[src/hw/rtl/rcmh_pkg.sv]
// shared types and codes of the rts/cts handshake mac
package rcmh_pkg;

	// depth of the deferred send request queue
	localparam int DEFER_DEPTH_DEF = 4;

	// most results one event can cause
	localparam int RES_MAX = 3;

	// configuration register indexes
	localparam int CFG_IDX_W = 1;
	localparam logic [CFG_IDX_W-1:0] REG_OWN_ADDR = 1'd0;
	localparam logic [CFG_IDX_W-1:0] REG_NEXT_HOP = 1'd1;

	// event kinds
	localparam logic [1:0] REQ_SEND = 2'd0;
	localparam logic [1:0] REQ_RECV = 2'd1;
	localparam logic [1:0] REQ_DONE = 2'd2;

	// frame kinds
	localparam logic [1:0] PKT_DATA = 2'd0;
	localparam logic [1:0] PKT_RTS  = 2'd1;
	localparam logic [1:0] PKT_CTS  = 2'd2;

	// result kinds
	localparam logic [1:0] KIND_FRAME   = 2'd0;
	localparam logic [1:0] KIND_SENT    = 2'd1;
	localparam logic [1:0] KIND_DELIVER = 2'd2;
	localparam logic [1:0] KIND_DROP    = 2'd3;

	typedef struct packed {
		logic [1:0] req_type;
		logic [7:0] frame_type;
		logic [7:0] frame_src;
		logic [7:0] frame_dst;
		logic [7:0] payload_tag;
	} req_item_t;

	typedef struct packed {
		logic [1:0] out_kind;
		logic [1:0] out_frame_type;
		logic [7:0] out_src;
		logic [7:0] out_dst;
		logic [7:0] out_tag;
		logic       last;
	} rsp_item_t;

	// defer queue control and status
	typedef struct packed {
		logic push;
		logic pop;
	} dq_ctl_t;

	typedef struct packed {
		logic empty;
		logic full;
	} dq_stat_t;

endpackage

[src/hw/rtl/rcmh_defer_fifo.sv]
// queue of send requests deferred while the mac is busy
module rcmh_defer_fifo #(
	parameter int DEPTH = rcmh_pkg::DEFER_DEPTH_DEF
) (
	input  logic              clk,
	input  logic              arst_n,
	input  rcmh_pkg::dq_ctl_t ctl,
	input  logic [7:0]        wdata,
	output rcmh_pkg::dq_stat_t stat,
	output logic [7:0]        head_data
);
	import rcmh_pkg::*;

	localparam int PW = (DEPTH > 1) ? $clog2(DEPTH) : 1;
	localparam int CW = $clog2(DEPTH + 1);

	logic [7:0]    mem [DEPTH];
	logic [PW-1:0] head_q;
	logic [PW-1:0] tail_q;
	logic [CW-1:0] cnt_q;
	logic [7:0]    head_data_q;

	function automatic logic [PW-1:0] next_ptr(input logic [PW-1:0] p);
		logic [PW-1:0] r;
		if (p == PW'(DEPTH - 1)) begin
			r = '0;
		end else begin
			r = p + 1'b1;
		end
		return r;
	endfunction

	always_ff @(posedge clk) begin
		if (ctl.push) begin
			mem[tail_q] <= wdata;
		end
	end

	// front entry kept in a register, refilled from the array on pop
	always_ff @(posedge clk) begin
		if (ctl.push && cnt_q == '0) begin
			head_data_q <= wdata;
		end else if (ctl.pop) begin
			head_data_q <= mem[next_ptr(head_q)];
		end
	end

	always_ff @(posedge clk or negedge arst_n) begin
		if (!arst_n) begin
			head_q <= '0;
			tail_q <= '0;
			cnt_q  <= '0;
		end else begin
			if (ctl.push) begin
				tail_q <= next_ptr(tail_q);
				cnt_q  <= cnt_q + 1'b1;
			end else if (ctl.pop) begin
				head_q <= next_ptr(head_q);
				cnt_q  <= cnt_q - 1'b1;
			end
		end
	end

	assign stat.empty = (cnt_q == '0);
	assign stat.full  = (cnt_q == CW'(DEPTH));
	assign head_data  = head_data_q;

endmodule

[src/hw/rtl/rts_cts_mac_handshake_top.sv]
// rts/cts/data floor acquisition mac: sender and receiver control
//
// Takes one event per clock on the req channel when req_stall is low (send request
// from above, frame from the radio, radio send done) and answers with zero to three
// result beats on the rsp channel (frames to the radio, send done and delivery
// notices, dropped requests). The event is decoded in the cycle it is accepted; its
// results land in a three-entry result register and leave one beat per cycle while
// rsp_stall is low, the last one flagged by rsp.last. An event that causes one
// result or none flows at one per cycle while rsp_stall is low; one that causes more
// results holds the req channel while the result register drains. A send
// request that arrives while a handshake is in progress waits in a DEFER_DEPTH deep
// queue and is started on the next return to idle; a request that finds the queue
// full comes back as a drop beat carrying its tag. own_address and next_hop_address
// are written through the cfg port and should only change while no event is in
// flight.
module rts_cts_mac_handshake_top #(
	parameter int DEFER_DEPTH = rcmh_pkg::DEFER_DEPTH_DEF
) (
	input  logic                          clk,
	input  logic                          arst_n,
	// configuration writes
	input  logic                          cfg_we,
	input  logic [rcmh_pkg::CFG_IDX_W-1:0] cfg_index,
	input  logic [7:0]                    cfg_data,
	// event channel
	input  logic                          req_valid,
	output logic                          req_stall,
	input  rcmh_pkg::req_item_t           req,
	// result channel
	output logic                          rsp_valid,
	input  logic                          rsp_stall,
	output rcmh_pkg::rsp_item_t           rsp
);
	import rcmh_pkg::*;

	// handshake modes
	localparam logic [1:0] MODE_IDLE      = 2'd0;
	localparam logic [1:0] MODE_WAIT_RSP  = 2'd1;  // waiting for radio send done
	localparam logic [1:0] MODE_WAIT_CTS  = 2'd2;
	localparam logic [1:0] MODE_WAIT_DATA = 2'd3;

	// configuration registers
	logic [7:0] own_addr_q;
	logic [7:0] next_hop_q;

	// handshake state
	logic [1:0] mode_q, mode_d;
	logic [1:0] pend_q, pend_d;     // kind of frame whose send done is awaited
	logic [7:0] saved_tag_q;
	logic       save_en;
	logic [7:0] save_val;

	// result register
	rsp_item_t  res_q [RES_MAX];
	rsp_item_t  res_d [RES_MAX];
	logic [1:0] cnt_q;              // beats still to deliver
	logic [1:0] rd_q;               // next beat to deliver
	logic [1:0] n_d;

	// defer queue
	dq_ctl_t    dq_ctl;
	dq_stat_t   dq_stat;
	logic [7:0] dq_head;

	logic acc;
	logic out_acc;
	logic idle_ret;
	logic for_me;

	// config port
	always_ff @(posedge clk or negedge arst_n) begin
		if (!arst_n) begin
			own_addr_q <= '0;
			next_hop_q <= '0;
		end else if (cfg_we) begin
			case (cfg_index)
				REG_OWN_ADDR: own_addr_q <= cfg_data;
				REG_NEXT_HOP: next_hop_q <= cfg_data;
				default: ;
			endcase
		end
	end

	// an event gets in when the result register is empty or its last beat leaves now
	assign req_stall = (cnt_q > 2'd1) || (cnt_q == 2'd1 && rsp_stall);
	assign acc       = req_valid && !req_stall;
	assign rsp_valid = (cnt_q != 2'd0);
	assign out_acc   = rsp_valid && !rsp_stall;
	assign for_me    = (req.frame_dst == own_addr_q);

	// event decode
	always_comb begin
		mode_d   = mode_q;
		pend_d   = pend_q;
		save_en  = 1'b0;
		save_val = req.payload_tag;
		dq_ctl   = '0;
		idle_ret = 1'b0;
		n_d      = 2'd0;
		for (int i = 0; i < RES_MAX; i++) begin
			res_d[i] = '0;
		end

		if (acc) begin
			case (req.req_type)
				REQ_SEND: begin
					if (mode_q == MODE_IDLE) begin
						// start the handshake with an rts
						res_d[0] = '{out_kind: KIND_FRAME, out_frame_type: PKT_RTS,
							out_src: own_addr_q, out_dst: next_hop_q, out_tag: 8'd0,
							last: 1'b0};
						n_d     = 2'd1;
						save_en = 1'b1;
						pend_d  = PKT_RTS;
						mode_d  = MODE_WAIT_RSP;
					end else if (!dq_stat.full) begin
						dq_ctl.push = 1'b1;
					end else begin
						res_d[0] = '{out_kind: KIND_DROP, out_frame_type: PKT_DATA,
							out_src: 8'd0, out_dst: 8'd0, out_tag: req.payload_tag,
							last: 1'b0};
						n_d = 2'd1;
					end
				end
				REQ_RECV: begin
					if (for_me) begin
						if (mode_q == MODE_IDLE && req.frame_type == {6'd0, PKT_RTS}) begin
							// answer an rts with a cts to its sender
							res_d[0] = '{out_kind: KIND_FRAME, out_frame_type: PKT_CTS,
								out_src: own_addr_q, out_dst: req.frame_src,
								out_tag: 8'd0, last: 1'b0};
							n_d    = 2'd1;
							pend_d = PKT_CTS;
							mode_d = MODE_WAIT_RSP;
						end else if (mode_q == MODE_WAIT_CTS &&
							req.frame_type == {6'd0, PKT_CTS}) begin
							// floor acquired: send the data frame and tell the upper layer
							res_d[0] = '{out_kind: KIND_FRAME, out_frame_type: PKT_DATA,
								out_src: own_addr_q, out_dst: next_hop_q,
								out_tag: saved_tag_q, last: 1'b0};
							res_d[1] = '{out_kind: KIND_SENT, out_frame_type: PKT_DATA,
								out_src: 8'd0, out_dst: 8'd0, out_tag: 8'd0, last: 1'b0};
							n_d    = 2'd2;
							pend_d = PKT_DATA;
							mode_d = MODE_WAIT_RSP;
						end else if (mode_q == MODE_WAIT_DATA &&
							req.frame_type == {6'd0, PKT_DATA}) begin
							// data in: send done notice, then the delivery
							res_d[0] = '{out_kind: KIND_SENT, out_frame_type: PKT_DATA,
								out_src: 8'd0, out_dst: 8'd0, out_tag: 8'd0, last: 1'b0};
							res_d[1] = '{out_kind: KIND_DELIVER, out_frame_type: PKT_DATA,
								out_src: req.frame_src, out_dst: req.frame_dst,
								out_tag: req.payload_tag, last: 1'b0};
							n_d      = 2'd2;
							idle_ret = 1'b1;
						end
					end
				end
				REQ_DONE: begin
					if (mode_q == MODE_WAIT_RSP) begin
						case (pend_q)
							PKT_RTS: mode_d = MODE_WAIT_CTS;
							PKT_CTS: mode_d = MODE_WAIT_DATA;
							default: idle_ret = 1'b1;
						endcase
					end
				end
				default: ;
			endcase
		end

		// back to idle: replay the oldest deferred request at once
		if (idle_ret) begin
			mode_d = MODE_IDLE;
			if (!dq_stat.empty) begin
				dq_ctl.pop = 1'b1;
				res_d[n_d] = '{out_kind: KIND_FRAME, out_frame_type: PKT_RTS,
					out_src: own_addr_q, out_dst: next_hop_q, out_tag: 8'd0, last: 1'b0};
				n_d      = n_d + 2'd1;
				save_en  = 1'b1;
				save_val = dq_head;
				pend_d   = PKT_RTS;
				mode_d   = MODE_WAIT_RSP;
			end
		end
	end

	always_ff @(posedge clk or negedge arst_n) begin
		if (!arst_n) begin
			mode_q <= MODE_IDLE;
			pend_q <= PKT_DATA;
		end else begin
			mode_q <= mode_d;
			pend_q <= pend_d;
		end
	end

	// saved tag is always written before a data frame reads it
	always_ff @(posedge clk) begin
		if (save_en) begin
			saved_tag_q <= save_val;
		end
	end

	// result payload
	always_ff @(posedge clk) begin
		if (acc) begin
			for (int i = 0; i < RES_MAX; i++) begin
				res_q[i] <= res_d[i];
			end
		end
	end

	// result beat count and read position
	always_ff @(posedge clk or negedge arst_n) begin
		if (!arst_n) begin
			cnt_q <= '0;
			rd_q  <= '0;
		end else if (acc) begin
			cnt_q <= n_d;
			rd_q  <= '0;
		end else if (out_acc) begin
			cnt_q <= cnt_q - 2'd1;
			rd_q  <= rd_q + 2'd1;
		end
	end

	// current beat, last flag from the remaining count
	always_comb begin
		rsp      = res_q[rd_q];
		rsp.last = (cnt_q == 2'd1);
	end

	rcmh_defer_fifo #(
		.DEPTH(DEFER_DEPTH)
	) u_defer_fifo (
		.clk      (clk),
		.arst_n   (arst_n),
		.ctl      (dq_ctl),
		.wdata    (req.payload_tag),
		.stat     (dq_stat),
		.head_data(dq_head)
	);

endmodule

[config.mk]
export PLATFORM = sky130hd
export DESIGN_NAME = rts_cts_mac_handshake_top
export DESIGN_NICKNAME = d
export VERILOG_FILES = /design/src/hw/rtl/rcmh_pkg.sv /design/src/hw/rtl/rcmh_defer_fifo.sv /design/src/hw/rtl/rts_cts_mac_handshake_top.sv
export SDC_FILE = /design/constraint.sdc
export NUM_CORES = 1
export LEC_CHECK = 0
export BUFFER_PORTS_ARGS = -buffer_cell sky130_fd_sc_hd__buf_2
export CORE_MARGIN = 2
export CORE_UTILIZATION = 63
export CTS_BUF_LIST = sky130_fd_sc_hd__clkbuf_16
export DETAILED_ROUTE_END_ITERATION = 6
export PLACE_DENSITY = 0.85
export SYNTH_ARGS = -nofsm -noshare
export SYNTH_HDL_FRONTEND = slang
export SYNTH_SLANG_ARGS = --single-unit
[constraint.sdc]
create_clock -name clk -period 6.1 [get_ports clk]
set_clock_uncertainty 0.05 [all_clocks]
set_input_delay 1.83 -clock clk [delete_from_list [all_inputs] [get_ports clk]]
set_output_delay 1.83 -clock clk [all_outputs]
set_load 0.05 [all_outputs]
==> flow_summary.json, run 1 <==
{
  "h-tree-depth": 4,
  "status": "finished clean",
  "drive_above_1_share_pct": 26.4,
  "ios": 79,
  "grt.total_usage_pct": 26.3,
  "busiest_layer": "met2",
  "r2r_setup_slack_ps": 2120,
  "worstSetupEndpointType": "flop",
  "grt_pass1_vias": 4865,
  "ys_ff_latch": 151,
  "cts_buffers": 17,
  "syn_inst": 550,
  "internal_power_w": 0.00225,
  "yosys_warnings": 0,
  "critPathRequiredTime_ps": 6320,
  "wl_per_cell_um": 20.0,
  "cts_root_buffer": "clkbuf_16",
  "vias_per_cell": 6.26,
  "drtIter0Drc": 489,
  "synth-xor-area-share_pct": 1.69,
  "worstMarginPinSlew_ps": 1220,
  "drt-total-wl_mm": 15.6,
  "synth.largest_area_cell": "edfxtp_1",
  "cp-start-kind": "input pin",
  "worstReg2RegStart": "cnt_q[1]",
  "grt_util_met3_pct": 5.01,
  "synth_compound_area_share_pct": 7.98,
  "clkTransAtPathRegs_ps": 60,
  "fin_nets": 688,
  "timing.critical_path.to": "res_q[1][5]",
  "max_freq_mhz": 210,
  "dpl.cell_count": 747,
  "fin_crit_sh_pct": 77.9,
  "fp.dieH_um": 111,
  "grt_pass1_wl_mm": 25.5,
  "p_sw_w": 0.00143,
  "core_area_sq_um": 11300,
  "cp_max_fo": 79,
  "place_congestion": 0.932,
  "cts_tree": "yes",
  "yosys.area.top_type_share_pct": 49.6,
  "ctsHoldBuffers": 0,
  "power.static_leakage_nw": 3.13,
  "rows": 39,
  "met1_usage_pct": 35.6,
  "drv_slew": 0,
  "maxCapViolCount": 0,
  "pwr-share-seq_pct": 40.1,
  "area_growth_pct": 13.6,
  "die_area_sq_um": 12400,
  "hold_class": "reg2reg",
  "ys_async_sr_fraction_pct": 20.5,
  "clk_latency_ps": 410,
  "rsz0062_at_grt": "no",
  "io_buffers": 78,
  "r2r-end": "res_q[1][5]",
  "ys.flop_type": "edfxtp_1",
  "drc": 0,
  "use_met2_pct": 42.9,
  "synth_top_family_by_area": "simple AND/OR/NAND/NOR gates",
  "comb_power_share_pct": 33.3,
  "cts_sinks": 151,
  "syn-num-nets": 615,
  "antenna_found_initial": 0,
  "crit_path_start": "rsp_stall",
  "die_w_um": 111,
  "grt_max_degree": 80,
  "ir_worst_vdd_uv": 296,
  "start_util_pct": 64.2,
  "clock_path_buffers": 2,
  "ant_nets": 0,
  "firstDrtPassIters": 6,
  "fin_cells": 779,
  "p_per_area_nw_per_um2": 446,
  "synthesis.area_sq_um": 7270,
  "ys_types": 63,
  "switching_share_pct": 38.8,
  "synth_mux_area_share_pct": 12.0,
  "post-dp-hpwl_mm": 10.6,
  "slew_headroom_pct": 18.7,
  "postCtsSetupBuffers": 0,
  "antenna_cells": 0,
  "crit_chain": "buf_2, mux2i_1, nand2_1, inv_2, buf_4, and4_1, o21a_1, and2_1",
  "path_class": "in2reg",
  "synth_edf_count": 120,
  "synth_fa_ha_area_share_pct": 3.03,
  "cp.arrival_ps": 4980,
  "crit_path_top_delay_cell": "and4_1",
  "syn_avg_cell_area_sq_um": 13.2,
  "hold_viol_final": 0,
  "synth-simple-area-share_pct": 12.1,
  "ys_seq_area_share_pct": 60.2,
  "setup_viol": 0,
  "synth.area.top_cells": "edfxtp_1, dfrtp_1, mux2_2",
  "crit_path_max_incr_delay_ps": 820,
  "grt_overflow_total": 0,
  "period_minus_slack_ps": 4750,
  "clock_power_share_pct": 26.5,
  "rr_worst_depth": 9,
  "fin_util_pct": 73.0,
  "post_cts_resized": 0,
  "num_vias": 4874,
  "tns_ps": 0
}
-- cell usage after synthesis, types with 15 or more instances --
cell type  instances
edfxtp_1         120
nand2_1           46
o21ai_0           43
mux2_2            34
dfrtp_1           31
mux2i_1           28
nor2_1            28
and3_1            19
nand3_1           18
ha_1              16
and2_1            15
-- worst max-delay path: cells and delay by family --
kind / cells / cell delay (ps)
compound gates: 1 / 390
mux: 1 / 340
buf+inv: 3 / 1010
simple gates: 3 / 1390
-- through the flow --
step | hold slack (ps) | power, W | setup WS [ps] | area [sq um]
after global routing | 507 | 0.00385 | 1190 | 8260
after floorplan | 429 | 0.00241 | 1460 | 7270
after detailed placement | 452 | 0.00272 | 1010 | 7700
after global placement | 444 | 0.00267 | 1190 | 7700
final | 475 | 0.00368 | 1350 | 8260
after CTS | 477 | 0.00369 | 1440 | 8260
-- worst min-delay path by stage --
| stage | to | depth (start not counted) | startpoint | slack [ps] |
|---|---|---|---|---|
| finish | pend_q[0] | 1 | pend_q[0] | 470 |
| global route | pend_q[0] | 1 | pend_q[0] | 510 |
| floorplan | pend_q[0] | 1 | pend_q[0] | 430 |
| global placement | pend_q[0] | 1 | pend_q[0] | 440 |
| CTS | pend_q[0] | 1 | pend_q[0] | 480 |
| detailed placement | u_defer_fifo.head_q[1] | 1 | u_defer_fifo.head_q[1] | 450 |
-- layout make-up --
| cell class | instances | area (sq um) |
|---|---|---|
| inverters | 15 | 56.3 |
| flip-flops and latches | 151 | 4380 |
| multi-input cells | 357 | 2680 |
| clock buffers | 17 | 425 |
| clock inverters | 15 | 131 |
| well taps | 143 | 179 |
| fillers | 725 | 3060 |
| repair buffers | 81 | 413 |
-- power groups by stage --
| stage | clock network (W) | registers [W] | logic, W |
|---|---|---|---|
| 2_1_floorplan | 0 | 0.00142 | 0.000996 |
| 6_report | 0.000977 | 0.00148 | 0.00123 |
| 3_5_place_dp | 0 | 0.00149 | 0.00123 |
| 5_1_grt | 0.00103 | 0.00150 | 0.00132 |
| 3_3_place_gp | 0 | 0.00148 | 0.00119 |
| 4_1_cts | 0.000986 | 0.00147 | 0.00123 |
-- metal layers --
layer	routed length, um	part of all wire [%]	vias up
li1	-	-	2201
met1	6150	40	2382
met2	7970	51	248
met3	1050	6.8	43
met4	386	2.5	0
met5	0	0	-
-- cells in the final DEF, fill, tap and decap left out, types with 4 or more instances in the layout --
| cell type | count |
|---|---|
| and3_1 | 19 |
| nor2_1 | 28 |
| a22o_1 | 9 |
| nor3_1 | 6 |
| buf_2 | 78 |
| xnor2_1 | 12 |
| nand2_1 | 46 |
| a21oi_1 | 7 |
| nor2b_1 | 10 |
| nand4_1 | 4 |
| a22oi_1 | 8 |
| inv_1 | 14 |
| mux2_2 | 34 |
| clkinvlp_4 | 4 |
| dfrtp_1 | 31 |
| mux2i_1 | 28 |
| clkbuf_16 | 17 |
| ha_1 | 16 |
| nand3_1 | 18 |
| mux4_2 | 8 |
| and2_1 | 15 |
| o21ai_0 | 43 |
| edfxtp_1 | 120 |
-- registers in the layout, summed over array words and instances (netlist names) --
register                cells
next_hop_q                  8
u_defer_fifo.head_data      8
cnt_q                       2
rd_q                        2
u_defer_fifo.mem           32
u_defer_fifo.head_q         2
saved_tag_q                 8
res_q                      72
u_defer_fifo.tail_q         2
u_defer_fifo.cnt_q          3
mode_q                      2
own_addr_q                  8
pend_q                      2
-- kinds of logic after synthesis --
kind of cell,count (synthesis)
adders and majority gates,17
DFF,151
and+or+nand+nor,166
buffers and inverters,42
AOI/OAI and AO/OA,88
xor gates and xnor gates,14
muxes,72
No activity file was read; power rests on OpenSTA's default activity.
==> run 2, diff against run 1 <==
- CORE_UTILIZATION: 63 -> 59
- PLACE_DENSITY: 0.85 -> 0.8
- clock period: 6.1 -> 4.8 ns (I/O delays scaled with it)
==> flow_summary.json, run 2 (same netlist as run 1, synthesis figures left out) <==
{
  "cts_buffers": 17,
  "core_area_sq_um": 12000,
  "rows": 40,
  "max_freq_mhz": 257,
  "start_util_pct": 60.5,
  "num_vias": 4828,
  "switching_share_pct": 38.0,
  "postCtsSetupBuffers": 0,
  "final_common_cell": "edfxtp_1",
  "area_growth_pct": 14.5,
  "place_ws_ps": 659,
  "io_buffers": 78,
  "hold_viol_final": 0,
  "firstDrtPassIters": 5,
  "fill_cells": 838,
  "drv_slew": 0,
  "reg_top3": "res_q: 72 flops, u_defer_fifo.mem: 32 flops",
  "clk_latency_ps": 410,
  "tns_ps": 0,
  "cts_tree": "yes",
  "cp_top_family": "flip-flops",
  "worst_hold_slack_ps": 493,
  "grt_pass1_vias": 4794,
  "die_w_um": 115,
  "comb_power_share_pct": 33.8,
  "crit_path_top_delay_cell": "dfrtp_1",
  "drtIter0Drc": 398,
  "antenna_cells": 0,
  "status": "finished clean",
  "maxCapViolCount": 0,
  "place_congestion": 0.881,
  "cp_max_fo": 18,
  "post-dp-hpwl_mm": 10.7,
  "cp-start-kind": "flop",
  "grt.total_usage_pct": 24.6,
  "pwr-share-seq_pct": 39.5,
  "critical_path_buf_inv_count": 2,
  "die_area_sq_um": 13200,
  "p_sw_w": 0.00179,
  "largest_register_ffs": 72,
  "ios": 79,
  "path_class": "reg2out",
  "crit_path_max_incr_delay_ps": 1000,
  "clock_power_share_pct": 26.6,
  "slew_headroom_pct": 28.6,
  "fin_ws_ps": 909,
  "clkTransAtPathRegs_ps": 60,
  "ctsHoldBuffers": 0,
  "fp.dieH_um": 115,
  "power.static_leakage_nw": 3.18,
  "drc": 0,
  "worstSetupEndpointType": "output pin",
  "fin_cells": 790,
  "setup_viol": 0,
  "grt_overflow_total": 0,
  "ant_nets": 0,
  "hold_class": "reg2reg",
  "post_cts_resized": 0,
  "critPathRequiredTime_ps": 3310,
  "antenna_found_initial": 0,
  "fin_nets": 695,
  "p_per_area_nw_per_um2": 565,
  "period_minus_slack_ps": 3890,
  "crit_chain": "buf_4, mux2i_1, nor2_1, buf_2",
  "ir_worst_vdd_uv": 426,
  "fin_crit_sh_pct": 81.1,
  "worstMarginPinSlew_ps": 1060,
  "drt-total-wl_mm": 15.3,
  "final_cell_mix": "edfxtp_1, buf_2, nand2_1, o21ai_0, mux2_2",
  "clock_path_buffers": 2,
  "dpl.cell_count": 758,
  "internal_power_w": 0.00291,
  "h-tree-depth": 4,
  "grt_pass1_wl_mm": 24.6,
  "cts_sinks": 151,
  "cp.arrival_ps": 2400,
  "cts_root_buffer": "clkbuf_16",
  "drive_above_1_share_pct": 27.1,
  "vias_per_cell": 6.11,
  "regMostFlops": "res_q",
  "wl_per_cell_um": 19.4,
  "rsz0062_at_grt": "no",
  "grt_max_degree": 64
}
-- run 2: cell types whose count changed in the layout (fill, tap and decap cells not counted), sizes merged --
cell | before | now
clkinvlp | 4 | 3
buf | 81 | 88
bufinv | 1 | 2
-- run 2: per-stage QoR --
| step | total power [W] | instance area [sq um] | utilization, % |
|---|---|---|---|
| 2_1_floorplan | 0.00307 | 7270 | - |
| 3_3_place_gp | 0.00342 | 7760 | 64.6 |
| 3_5_place_dp | 0.00347 | 7760 | 64.6 |
| 4_1_cts | 0.00471 | 8330 | 69.3 |
| 5_1_grt | 0.00490 | 8330 | 69.3 |
| 6_report | 0.00470 | 8330 | 69.3 |
-- run 2: cell type report --
class / count / area [sq um] / share of cell area (%)
clock buffers: 17 / 425 / 5.11
clock inverters: 15 / 139 / 1.67
inverters: 15 / 56.3 / 0.676
multi-input cells: 357 / 2680 / 32.2
flip-flops and latches: 151 / 4380 / 52.6
well taps: 147 / 184 / 2.21
repair buffers: 88 / 465 / 5.59
-- run 2: layer usage --
| layer | track usage [%] | share of wire (%) |
|---|---|---|
| met4 | 11.2 | 2.5 |
| met1 | 33.7 | 42 |
| met5 | 0 | 0 |
| met2 | 39.1 | 48 |
| met3 | 4.06 | 6.6 |
-- run 2: power groups by stage --
stage               registers (W)  clock network (W)  logic [W]
global placement          0.00186                  0    0.00156
detailed placement        0.00188                  0    0.00159
floorplan                 0.00180                  0    0.00127
CTS                       0.00186            0.00126    0.00160
global route              0.00189            0.00131    0.00170
finish                    0.00186            0.00125    0.00159
-- run 2: final timing paths --
check / start / endpoint / slack [ps] / cells after the start
worst max-delay path: rd_q[0] / rsp[27] / 910 / 4
worst min-delay path: u_defer_fifo.head_q[1] / u_defer_fifo.head_q[1] / 490 / 1
worst max register to register: cnt_q[1] / res_q[1][20] / 1540 / 9
worst min register to register: u_defer_fifo.head_q[1] / u_defer_fifo.head_q[1] / 490 / 1
max in group asynchronous: arst_n / mode_q[1] / 3150 / 1
min in group asynchronous: arst_n / own_addr_q[6] / 1050 / 1
-- run 2: worst register-to-register path, cell delays in order (launching register included) --
cell and delay [ps]:
dfrtp_1 390, inv_1 80, ha_1 180, mux2i_1 300, nand2_1 330, nor3_1 350, o21ba_2 210, buf_4 270
and2_1 530, o21ai_0 260
